File: config.mk
export PLATFORM = sky130hd
export DESIGN_NAME = ers_lane
export DESIGN_NICKNAME = d
export VERILOG_FILES = /design/src/rtl/core/ers_pkg.sv /design/src/rtl/core/ers_lane.sv
export SDC_FILE = /design/constraint.sdc
export NUM_CORES = 2
export LEC_CHECK = 0
export BUFFER_PORTS_ARGS = -buffer_cell sky130_fd_sc_hd__buf_2
export CAP_MARGIN = 15
export CORE_MARGIN = 3
export CORE_UTILIZATION = 35
export CTS_CLUSTER_DIAMETER = 80
export DETAILED_ROUTE_END_ITERATION = 7
export GPL_ROUTABILITY_DRIVEN = 0
export GPL_TIMING_DRIVEN = 0
export PLACE_DENSITY = 0.51
export RECOVER_POWER = 25
export SLEW_MARGIN = 15
export SYNTH_ARGS = -nofsm -noshare
export SYNTH_HDL_FRONTEND = slang
export SYNTH_SLANG_ARGS = --single-unit
File: constraint.sdc
create_clock -name clk -period 16.2 [get_ports clk]
set_clock_uncertainty 0.05 [all_clocks]
set_input_delay 3.24 -clock clk [delete_from_list [all_inputs] [get_ports clk]]
set_output_delay 3.24 -clock clk [all_outputs]
set_load 0.01 [all_outputs]
File: src/rtl/core/ers_pkg.sv
package ers_pkg;

  localparam int POS_FRAC = 16;
  localparam int CFG_IDX_W = 3;
  localparam int ANGLE_W = 10;
  localparam int DEG_W = 9;
  localparam int QIDX_W = 7;
  localparam int TAB_DEPTH = 91;
  localparam longint SCALE_RESET = 65536;
  localparam longint unsigned PI_Q30 = 64'd3373259426;

  // Register stages from the angle registers to the slowest rotation matrix entries.
  localparam int MAT_LAT = 5;
  localparam int SETTLE_W = $clog2(MAT_LAT + 1);

  localparam int NUM_STAGES = 7;
  localparam int ST_PROD = 1;
  localparam int ST_SUM = 2;
  localparam int ST_RND = 3;
  localparam int ST_PRE = 4;
  localparam int ST_MUL = 5;
  localparam int ST_SCL = 6;
  localparam int ST_ADD = 7;
  localparam int NORM_DLY = ST_ADD - ST_RND;
  localparam int CNT_W = $clog2(NUM_STAGES + 2);

  typedef enum logic [CFG_IDX_W-1:0] {
    REG_ORDER_MODE,
    REG_ANGLE_X,
    REG_ANGLE_Y,
    REG_ANGLE_Z,
    REG_SHIFT_X,
    REG_SHIFT_Y,
    REG_SHIFT_Z,
    REG_SCALE
  } cfg_reg_t;

  typedef struct packed {
    logic prod;
    logic sum;
    logic rnd;
  } lane_en_t;

  typedef struct packed {
    logic pre;
    logic mul;
    logic scl;
    logic add;
  } post_en_t;

endpackage

File: src/rtl/core/ers_lane.sv
module ers_lane #(
  parameter int COORD_WIDTH = 32,
  parameter int COEF_FRAC_BITS = 14
) (
  input  logic                            clk,
  input  ers_pkg::lane_en_t               en,
  input  logic signed [COEF_FRAC_BITS+2:0] row [3],
  input  logic signed [COORD_WIDTH-1:0]   vec [3],
  output logic signed [COORD_WIDTH-1:0]   res
);
  import ers_pkg::*;

  localparam int W = COORD_WIDTH;
  localparam int F = COEF_FRAC_BITS;
  localparam int E = F + 3;
  localparam int PW = E + W;
  localparam int SW = PW + 2;
  localparam logic signed [SW-1:0] HALF = SW'(1) << (F - 1);
  localparam logic signed [SW-1:0] SAT_HI = (SW'(1) << (W - 1)) - SW'(1);
  localparam logic signed [SW-1:0] SAT_LO = ~SAT_HI;

  logic signed [PW-1:0] prod [3];
  logic signed [SW-1:0] sum;
  logic signed [SW-1:0] rounded;
  logic signed [W-1:0] res_next;

  always_ff @(posedge clk) begin
    if (en.prod) begin
      for (int j = 0; j < 3; j++) begin
        prod[j] <= row[j] * vec[j];
      end
    end
    if (en.sum) begin
      sum <= SW'(prod[0]) + SW'(prod[1]) + SW'(prod[2]);
    end
    if (en.rnd) begin
      res <= res_next;
    end
  end

  always_comb begin
    rounded = (sum + HALF) >>> F;
    if (rounded > SAT_HI) begin
      res_next = W'(SAT_HI);
    end else if (rounded < SAT_LO) begin
      res_next = W'(SAT_LO);
    end else begin
      res_next = W'(rounded);
    end
  end

endmodule

Word-level counts from Yosys, hierarchy flattened
Memories as Yosys holds them, arrays and structs flattened.
Cells that the tools add are included.
{"block": "word_totals", "ff_bits": 83, "mem_bits_rw": 147, "out_inout_bits": 32, "memories": 1}
{"memory": "prod", "depth": 3, "word_bits": 49, "read_ports": 3, "rd_clocked_by_memory_dff": 0, "write_ports": 3, "line": "ers_lane.sv:22", "text": "logic signed [PW-1:0] prod [3];"}
{"block": "classes", "n_addsub": 3, "multipliers": 3, "order_cmp": 2, "mux": 3}
{"cell": "$mul 17x32->49", "count": 3}
{"cell": "$add 50x49->51", "count": 1}
{"cell": "$add 51x15->51 const B", "count": 1}
{"cell": "$add 49x49->50", "count": 1}
{"cell": "$gt 37x32->1 const B", "count": 1}
{"cell": "$lt 37x32->1 const B", "count": 1}
{"cell": "$mux 32", "count": 1}
{"cell": "$mux 1", "count": 2}

Logic depth before layout (Yosys ltp)
{"block": "logic_depth", "word_depth": 3, "mapped_depth": 26}

Least setup slack after synthesis
OpenSTA, ideal clock, no wires.
{"block": "synth_timing", "path_kind": "input to register", "startpoint": "input port vec[43] (netlist name)", "endpoint": "memory prod[0][97] (netlist name), data pin", "setup_ps": 266, "t_arrival_ps": 8986, "required_ps": 15884, "path_slack_ps": 6898, "path_stages": 23, "cell_sequence": "clkbuf_1 nand2_1 fa_1 fa_1 inv_1 fa_1 fa_1 fa_1 inv_1 fa_1 inv_1 ha_1 and3_1 and3_1 o211ai_2 nand2_1 a221oi_1 nand2_1 o31a_1 a41oi_2 nor3_1 a2111oi_2 xnor2_1"}
{"item": "start, declared", "line": "ers_lane.sv:8", "text": "input logic signed [COORD_WIDTH-1:0] vec [3],"}
{"item": "end, declared", "line": "ers_lane.sv:22"}

==> flow_metrics.tcl <==
set metrics [dict create \
    cp_slowest_cell "clkbuf_1" \
    avgSynthCellArea_um2 9.62 \
    slew_violations 110 \
    numCtsBuffers 23 \
    grt.overflow.total 0 \
    tns_ps 0 \
    synth.distinct_cells 74 \
    cts.sinks 217 \
    firstDrtPassIters 5 \
    ys_ff_latch 217 \
    num_io_pins 183 \
    path_max_fanout 10 \
    path_cells "buf_2 -> clkbuf_1 -> nand2_1 -> fa_1 -> fa_1 -> fa_1 -> fa_1 -> fa_1 -> fa_1 -> inv_1 -> ha_1 -> and3_1 -> and3_1 -> o211ai_2 -> nand2_1 -> a221oi_1 -> nand2_1 -> o31a_1 -> a41oi_2 -> nor3_1 -> a2111oi_2 -> xnor2_1" \
    critPathKind "in2reg" \
    wl_per_cell_um 21.1 \
    synth_most_common_cell "fa_1" \
    synth-compound-area-share 0.0520 \
    crit_buf_inv 3 \
    rsz0062_at_grt "false" \
    cts_tree "built" \
    worstMarginPinSlew_ps 2270 \
    die_y_um 440 \
    dp.final_hpwl_um 175000 \
    maxCapViolCount 3 \
    synth-simple-area-share 0.148 \
    seq_area_frac_synth 0.0990 \
    synth_ff_type "edfxtp_1" \
    max_stage_delay_ps 720 \
    die_w_um 440 \
    yosys.area.top_type "fa_1" \
    yosysTopAreaCellShare 0.490 \
    yosys.area_share.adder 0.565 \
    timing.fmax_ghz 0.0936 \
    status "finished, violations left" \
    syn-num-nets 9002 \
    cts-root-buf "clkbuf_16" \
    post_cts_buffers 0 \
    coreArea_mm2 0.186 \
    die-area_mm2 0.193 \
    cp-start-kind "input port" \
    nNetsFinal 9210 \
    finalSetupViolCount 0 \
    synth_common_cells "fa_1 (1611), inv_1 (1606), nand2_1 (932)" \
    syn_inst 6845 \
    crit_path_frequent_cell "fa_1" \
    violations "max-capacitance violations, max-slew violations" \
    synth_edf_count 217 \
    synth-xor-area-share 0.0287 \
    syn_area_mm2 0.0658 \
    synth_mux_area_frac 0 \
    num_rows 158 \
    htreeDepth 1 \
    ctsResizeCount 0 \
    synthToLayoutAreaGrowth_pct 7.22 \
    drc 0 \
    grt_pass1_wl_um 313000 \
    relSlewSlack -0.511 \
    async_flop_share 0 \
    hp-class "reg2reg" \
    start_util 0.354 \
    fillers 19100 \
    grt_antenna_before_repair 15 \
    hold_viol_final 0 \
    crit_family "adder cells" \
    grt_max_degree 111 \
    min_period_ps 10690 \
    synth_top_family_by_area "adder cells" \
    cp.arrival_ps 10910 \
    path_clk_slew_ps 60 \
    postRouteAntennaNets 0 \
    num_vias 47000 \
    drive_gt1_frac 0.0351 \
    routed_wl_um 202000 \
    yosysWarnings 0 \
    portBuffers 182 \
    clk_latency_ps 540 \
    synth_area_leaders "fa_1 (49%), edfxtp_1 (9.9%), inv_1 (9.2%)" \
    period_share 0.660 \
    via_per_inst 4.92 \
    grt_pass1_vias 51200 \
    cts_buffer_depth 3 \
    hold_buffers 0 \
    drt_first_iter_violations 3007 \
    crit_required_ps 16420 \
    crit_path_end_kind "flop" \
    track_usage 0.214 \
]
-- cell families (layout without fill, tap and decap cells) --
kind of cell    after synthesis  count (layout)
simple gates               2008            2008
fa+ha+maj                  2006            2006
buf+inv                    1877            2102
compound gates              521             521
flops                       217             217
xor+xnor                    216             216
other cells                   0               8
-- metrics by stage --
stage / cells / utilization / setup slack, ps / instance area (µm²) / hold slack, ps
global placement: 9507 / 0.375 / 5060 / 69900 / 590
CTS: 9550 / 0.380 / 5550 / 70700 / 596
finish: 9558 / 0.379 / 5510 / 70600 / 593
floorplan: 6845 / - / 6900 / 65800 / 560
detailed placement: 9508 / 0.375 / 4980 / 69900 / 589
global route: 9551 / 0.379 / 5200 / 70600 / 650
-- area by class of cell --
type / count / area, µm² / share of cell area
buffer: 268 / 1020 / 0.0145
multi-input combinational: 4751 / 52200 / 0.739
inverter: 1609 / 6040 / 0.0855
sequential: 217 / 6520 / 0.0923
timing repair buffer: 183 / 935 / 0.0132
tap: 2480 / 3100 / 0.0439
clock inverter: 17 / 193 / 0.00273
clock buffer: 25 / 583 / 0.00826
antenna: 8 / 20.0 / 0.000284
-- path summary, 6_finish.rpt --
check / start / to / slack [ps] / cells after the start
worst min register to register: sum[50]$_DFFE_PP_ / res[31]$_SDFFCE_PN0P_ / 590 / 1
worst max-delay path: row[25] / prod[0][97]$_DFFE_PP_ / 5510 / 22
worst max register to register: prod[0][3]$_DFFE_PP_ / sum[38]$_DFFE_PP_ / 11120 / 13
worst min-delay path: sum[50]$_DFFE_PP_ / res[31]$_SDFFCE_PN0P_ / 590 / 1
-- state kept, by name, indices dropped and copies added, names as in the netlist --
signal  count
res        32
prod      147
sum        38
-- layer usage --
metal / up-vias / global-route usage / wire, µm
li1: 20600 / - / -
met1: 24700 / 0.289 / 85700
met2: 1381 / 0.360 / 97400
met3: 296 / 0.0239 / 11000
met4: 0 / 0.0671 / 7850
met5: - / 0 / 0
-- worst register-to-register path, cell delays in order, from the launching register on --
cell	delay, ps
edfxtp_1	460
fa_1	540
ha_1	320
a21oi_1	160
o221ai_1	190
a2111oi_0	1000
o31ai_4	170
a41oi_1	500
a31oi_1	240
a31oi_1	510
o21bai_1	180
a21oi_1	250
o21ai_0	130
xor2_1	160
-- cells in the final DEF (no fill, tap or decap), types with 4 or more instances in the layout --
cell          n
o31ai_1       6
edfxtp_1    217
diode_2       8
a211oi_1     11
a21o_1       92
buf_1         5
inv_1      1606
o31a_1        4
nand2_1     932
nand2b_1     40
and4_1        5
or2_2         7
o221ai_1      4
nand3_1      42
a21oi_1     195
a21boi_0      5
and2_1      707
clkbuf_1    266
nor2b_1      18
clkinv_1      5
a31oi_1      15
o211ai_1      8
o21a_1       29
a211o_1       5
a41oi_1       5
xor2_1       73
nand4_1      29
buf_2       179
xnor2_1     143
o21bai_1     20
fa_1       1611
nor3_1       28
nor2_1      164
clkbuf_16    23
and3_1       23
ha_1        395
o21ai_1       4
o21ai_0      78
Power is left out: the tool's default activity adds up to more than one toggle a clock period on the data nets, which glitch-free logic cannot reach.
