==> src/rtl/core/ers_pkg.sv <==
package ers_pkg;

  localparam int POS_FRAC = 16;
  localparam int CFG_IDX_W = 3;
  localparam int ANGLE_W = 10;
  localparam int DEG_W = 9;
  localparam int QIDX_W = 7;
  localparam int TAB_DEPTH = 91;
  localparam longint SCALE_RESET = 65536;
  localparam longint unsigned PI_Q30 = 64'd3373259426;

  // Register stages from the angle registers to the slowest rotation matrix entries.
  localparam int MAT_LAT = 5;
  localparam int SETTLE_W = $clog2(MAT_LAT + 1);

  localparam int NUM_STAGES = 7;
  localparam int ST_PROD = 1;
  localparam int ST_SUM = 2;
  localparam int ST_RND = 3;
  localparam int ST_PRE = 4;
  localparam int ST_MUL = 5;
  localparam int ST_SCL = 6;
  localparam int ST_ADD = 7;
  localparam int NORM_DLY = ST_ADD - ST_RND;
  localparam int CNT_W = $clog2(NUM_STAGES + 2);

  typedef enum logic [CFG_IDX_W-1:0] {
    REG_ORDER_MODE,
    REG_ANGLE_X,
    REG_ANGLE_Y,
    REG_ANGLE_Z,
    REG_SHIFT_X,
    REG_SHIFT_Y,
    REG_SHIFT_Z,
    REG_SCALE
  } cfg_reg_t;

  typedef struct packed {
    logic prod;
    logic sum;
    logic rnd;
  } lane_en_t;

  typedef struct packed {
    logic pre;
    logic mul;
    logic scl;
    logic add;
  } post_en_t;

endpackage

==> src/rtl/core/ers_post.sv <==
module ers_post #(
  parameter int COORD_WIDTH = 32
) (
  input  logic                          clk,
  input  ers_pkg::post_en_t             en,
  input  logic                          order_mode,
  input  logic signed [COORD_WIDTH-1:0] rot,
  input  logic signed [COORD_WIDTH-1:0] shift,
  input  logic signed [COORD_WIDTH-1:0] scale,
  output logic signed [COORD_WIDTH-1:0] res
);
  import ers_pkg::*;

  localparam int W = COORD_WIDTH;
  localparam int MW = 2 * W;
  localparam logic signed [W-1:0] W_MAX = {1'b0, {(W - 1){1'b1}}};
  localparam logic signed [W-1:0] W_MIN = {1'b1, {(W - 1){1'b0}}};
  localparam logic signed [MW-1:0] HALF = MW'(1) << (POS_FRAC - 1);
  localparam logic signed [MW-1:0] SAT_HI = MW'(W_MAX);
  localparam logic signed [MW-1:0] SAT_LO = MW'(W_MIN);

  function automatic logic signed [W-1:0] sat_add(input logic signed [W-1:0] a,
                                                  input logic signed [W-1:0] b);
    logic signed [W:0] s;
    s = (W + 1)'(a) + (W + 1)'(b);
    if (s[W] != s[W-1]) begin
      return s[W] ? W_MIN : W_MAX;
    end
    return s[W-1:0];
  endfunction

  logic signed [W-1:0] pre_r;
  logic signed [MW-1:0] mul_r;
  logic signed [MW-1:0] scaled;
  logic signed [W-1:0] scl_next;
  logic signed [W-1:0] scl_r;

  always_comb begin
    scaled = (mul_r + HALF) >>> POS_FRAC;
    if (scaled > SAT_HI) begin
      scl_next = W_MAX;
    end else if (scaled < SAT_LO) begin
      scl_next = W_MIN;
    end else begin
      scl_next = W'(scaled);
    end
  end

  always_ff @(posedge clk) begin
    if (en.pre) begin
      pre_r <= order_mode ? sat_add(rot, shift) : rot;
    end
    if (en.mul) begin
      mul_r <= MW'(pre_r) * MW'(scale);
    end
    if (en.scl) begin
      scl_r <= scl_next;
    end
    if (en.add) begin
      res <= order_mode ? scl_r : sat_add(scl_r, shift);
    end
  end

endmodule

==> config.mk <==
export PLATFORM = sky130hd
export DESIGN_NAME = ers_post
export DESIGN_NICKNAME = d
export VERILOG_FILES = /design/src/rtl/core/ers_pkg.sv /design/src/rtl/core/ers_post.sv
export SDC_FILE = /design/constraint.sdc
export NUM_CORES = 2
export LEC_CHECK = 0
export ABC_CLOCK_PERIOD_IN_PS = 16149
export BUFFER_PORTS_ARGS = -buffer_cell sky130_fd_sc_hd__buf_2
export CAP_MARGIN = 20
export CORE_MARGIN = 2
export CORE_UTILIZATION = 35
export DETAILED_ROUTE_END_ITERATION = 16
export PLACE_DENSITY = 0.5
export SYNTH_ARGS = -nofsm -noshare
export SYNTH_HDL_FRONTEND = slang
export SYNTH_SLANG_ARGS = --single-unit
==> constraint.sdc <==
create_clock -name clk -period 16.15 [get_ports clk]
set_clock_uncertainty 0.2 [all_clocks]
set_input_delay 3.23 -clock clk [delete_from_list [all_inputs] [get_ports clk]]
set_output_delay 3.23 -clock clk [all_outputs]
set_load 0.05 [all_outputs]
After elaboration in Yosys (flattened, before gate mapping)
Cells that the tools add are included.

storage, ports and cells
  bits in registers = 160
  output and inout bits = 32
  word-level logic and storage cells = 25

cells by class
  add/subtract/negate cells = 3
  $mul = 1
  $lt $le $gt $ge = 2
  eq/ne operators = 2
  mux-type cells = 13

operators by type and width
  operator                                                                         count
  32-bit two-way mux                                                               9
  32-bit by 32-bit adder with 33-bit output                                        2
  64-bit by 17-bit adder with 64-bit output (second input constant)                1
  32-bit by 32-bit multiplier with 64-bit output                                   1
  48-bit by 32-bit > comparator with 1-bit output (second input constant)          1
  48-bit by 32-bit less-than comparator with 1-bit output (second input constant)  1
  1-bit two-way mux                                                                4
  1-bit != test                                                                    2

Logic depth before layout (Yosys ltp)
  depth in word-level cells = 6
  depth in mapped cells = 30
  mapped depth without buffers = 28

Worst setup path after synthesis
Ideal clock, no wire load.

  path type = input port to flip-flop
  from = input scale[5]
  to = register mul_r[61] (data pin)
  setup time = 269 ps
  arrival = 10343 ps
  required time = 15681 ps
  path slack = 5338 ps
  stages on the path = 28
  buffers on the path = 2
  cell sequence = clkbuf_1 -> nand2_1 -> inv_1 -> fa_1 -> inv_1 -> fa_1 -> fa_1 -> inv_1 -> fa_1 -> inv_1 -> fa_1 -> inv_1 -> fa_1 -> inv_1 -> fa_1 -> inv_1 -> fa_1 -> ha_1 -> clkbuf_1 -> a21o_1 -> a21oi_1 -> o21bai_1 -> a21o_1 -> a21o_1 -> a21o_1 -> a21oi_1 -> o31ai_1 -> xor2_1

between the ends
  longest elaborated chain between the ends = 1

ends and longest elaborated chain
  what                                            line            text
  start, declared                                 ers_post.sv:9   input logic signed [COORD_WIDTH-1:0] scale,
  32-bit by 32-bit multiplier with 64-bit output  ers_post.sv:54  mul_r <= MW'(pre_r) * MW'(scale);
  end signal, assigned                            ers_post.sv:54
  end, declared                                   ers_post.sv:33  logic signed [MW-1:0] mul_r;

No other way between the ends.
A chain may end at the register's enable or synchronous reset.

Worst setup path after layout
  from = input scale[7]
  to = register mul_r[61] (data pin)

Same word-level chain as after synthesis.

==> run metrics <==
outcome complete, no violations; worst slew margin relative to its limit 30.5%; CTS clock-pin slew for the worst setup and hold paths 0.07 ns; area delta synth->final 6.46%; NumNets Final 6,230; initial core utilization 35.4%; YS warnings 0; Fmax achieved 0.0860 GHz; share of the cycle needed by the critical path after routing 72.0%; residual overflow from global routing 0; IO Pins 134; critical setup path kind primary input to flop; Die Width 366 um; post-synthesis cell type with the largest combined area fa_1; Slew @ Worst Pin 1.04 ns; primary flip-flop cell chosen by synthesis mapping edfxtp_1; register bit count reported by yosys 145; final max-slew violation count 0; post-synthesis instance area 0.0459 sq mm; Initial DRC Count 2,080; CTS max path bufs 2; post-detailed-route count of antenna-violating nets 0; antenna violations before repair 11; core area 0.130 sq mm; global placer's final weighted congestion 0.866; Clock Root Buffer clkbuf_16; number of flops mapped to enable cells by yosys 145; routed length per placed instance 20.9 um; arrival time at the worst endpoint 11.60 ns; number of hold violations in the final report 0; share of cells above drive strength 1 5.84%; number of hold buffers added after CTS 0; number of distinct library cells after synthesis 85; post-synthesis cell count 4,831; Inserted Clock Buffers 17; Critical Path Sink Type flop; Clk Latency, worst-skew pair 0.44 ns; cells resized by post-CTS repair 0; Total Routed Length 137 mm; global router's overall resource usage 21.2%; Finished Cell Area 0.0489 sq mm; startpoint class of the critical path primary input; height of the die 366 um; Post-Syn Area per Cell 9.50 sq um; wire length of the first global-routing pass 218 mm; min Tclk post-route 11.62 ns; die footprint 0.134 sq mm; Net Count, Synth 6,261; RSZ-0062 raised after global routing no; number of port buffers 133; post-detailed-placement half-perimeter wirelength 102 mm; most area-consuming cells after synthesis fa_1 (47%), edfxtp_1 (9.5%), inv_1 (8.7%), and2_1 (7.1%), ha_1 (6.7%); placed cell areas 0.0482 sq mm; total number of clock tree sinks 145; share of the synthesized area in the top cell type 47.2%; Sum Neg Setup Slack 0 ns; DR vias/cell 5.01; Post CTS Setup Buffer Count 0; Setup Viol. Count Final 0; HP Class flop to flop; pin count of the biggest net entering global routing 59; router iterations before antenna repair 5; CP Data Required Time 16.13 ns; vias after detailed routing 32,900; vias in the first global route 36,300; std cell rows 132; CTS H-tree depth 4; Max Cap Viol 0; post-route DRC violation count 0; async set-reset flop share out of synthesis 0%; clock tree from TritonCTS done; Max Fanout on Critical Path 32; share of synthesized area occupied by flip-flops and latches 9.49%
## cell usage after synthesis (5+ instances only)
cell type,count
nor2_1,78
nand2b_1,19
o21ai_0,79
clkbuf_1,223
edfxtp_1,145
xnor2_1,71
nand4_1,31
and4_1,8
xor2_1,70
a211oi_1,10
a31oi_1,10
o211ai_1,9
fa_1,1083
a21oi_1,125
nand2_1,569
nand3_1,41
o21a_1,14
or2_2,5
and3_1,28
ha_1,245
a21boi_0,5
o22ai_1,36
o41ai_1,5
inv_1,1067
buf_4,5
nor3_1,23
a21oi_2,5
nor2b_1,34
o31ai_1,11
buf_2,13
o21bai_1,18
and2_1,520
o21ai_1,46
a22o_1,8
a21o_1,62
maj3_2,21
## layout make-up
type | count | area, sq um
fill | 13300 | 81000
multi-input combinational | 3377 | 36600
sequential | 145 | 4350
tap | 1742 | 2180
clock buffer | 17 | 425
timing repair buffer | 192 | 1120
clock inverter | 15 | 174
inverter | 1067 | 4010
antenna | 5 | 12.5
## kinds of logic (layout without fill, tap and decap cells)
kind of cell	count (synthesis)	in the layout	synth area share (%)
xor gates and xnor gates	142	142	2.73
other	0	5	0
buffers and inverters	1309	1291	10.8
muxes	5	5	0.117
AOI/OAI and AO/OA	500	500	7.16
adders and majority gates	1351	1351	54.5
and+or+nand+nor	1379	1379	15.2
DFF	145	145	9.49
## metal layers
metal	wire length [um]	share of wire, %	vias up	track usage (%)
met5	0	0	-	0
met4	3820	2.8	0	5.55
met2	69700	51	793	38.0
met1	57700	42	17400	27.6
met3	6040	4.4	151	1.73
li1	-	-	14500	-
## stage by stage
stage / worst slack, ns / hold WS, ns / cells / util, %
2_1_floorplan: 5.34 / 0.336 / 4831 / -
3_3_place_gp: 4.13 / 0.394 / 6522 / 37.1
3_5_place_dp: 4.05 / 0.403 / 6522 / 37.1
4_1_cts: 4.54 / 0.418 / 6554 / 37.6
5_1_grt: 4.01 / 0.437 / 6558 / 37.6
6_report: 4.53 / 0.408 / 6560 / 37.6
## flip-flops by register name, summed over array words and instances, names as in the netlist
name	cells
mul_r	49
pre_r	32
res	32
scl_r	32
## worst paths after layout
path	start	endpoint	slack, ns	depth (start not counted)
min reg2reg	scl_r[12]$_SDFFCE_PN1P_	res[12]$_DFFE_PP_	0.41	2
max reg2reg	pre_r[31]$_DFFE_PP_	mul_r[61]$_DFFE_PP_	7.10	27
min	scl_r[12]$_SDFFCE_PN1P_	res[12]$_DFFE_PP_	0.41	2
max	scale[7]	mul_r[61]$_DFFE_PP_	4.53	26
## critical path, stage by stage
cell      delay (ns)
buf_2           0.59
and2_1          0.25
fa_1            0.46
inv_1           0.26
fa_1            0.52
fa_1            0.58
inv_1           0.08
fa_1            0.98
inv_1           0.46
fa_1            0.60
inv_1           0.05
fa_1            0.52
inv_1           0.05
fa_1            0.47
inv_1           0.05
fa_1            0.45
ha_1            0.40
a21o_1          0.26
a21oi_1         0.15
o21bai_1        0.09
a21o_1          0.21
a21o_1          0.18
a21o_1          0.17
a21oi_1         0.23
o31ai_1         0.12
xor2_1          0.16
## cells in the final DEF, fill, tap and decap left out, types with 5 or more instances in the layout
cell / synthesis / routed
a211oi_1: 10 / 10
a21boi_0: 5 / 5
a21o_1: 62 / 62
a21oi_1: 125 / 125
a21oi_2: 5 / 5
a22o_1: 8 / 8
a31oi_1: 10 / 10
and2_1: 520 / 520
and3_1: 28 / 28
and4_1: 8 / 8
buf_2: 13 / 132
buf_4: 5 / 59
clkbuf_16: 0 / 17
diode_2: 0 / 5
edfxtp_1: 145 / 145
fa_1: 1083 / 1083
ha_1: 245 / 245
inv_1: 1067 / 1067
maj3_2: 21 / 21
nand2_1: 569 / 569
nand2b_1: 19 / 19
nand3_1: 41 / 41
nand4_1: 31 / 31
nor2_1: 78 / 78
nor2b_1: 34 / 34
nor3_1: 23 / 23
o211ai_1: 9 / 9
o21a_1: 14 / 14
o21ai_0: 79 / 79
o21ai_1: 46 / 46
o21bai_1: 18 / 18
o22ai_1: 36 / 36
o31ai_1: 11 / 11
o41ai_1: 5 / 5
or2_2: 5 / 5
xnor2_1: 71 / 71
xor2_1: 70 / 70
Power is not shown: default switching activity piles up to over one toggle a cycle in this logic, so the estimate is an artifact.
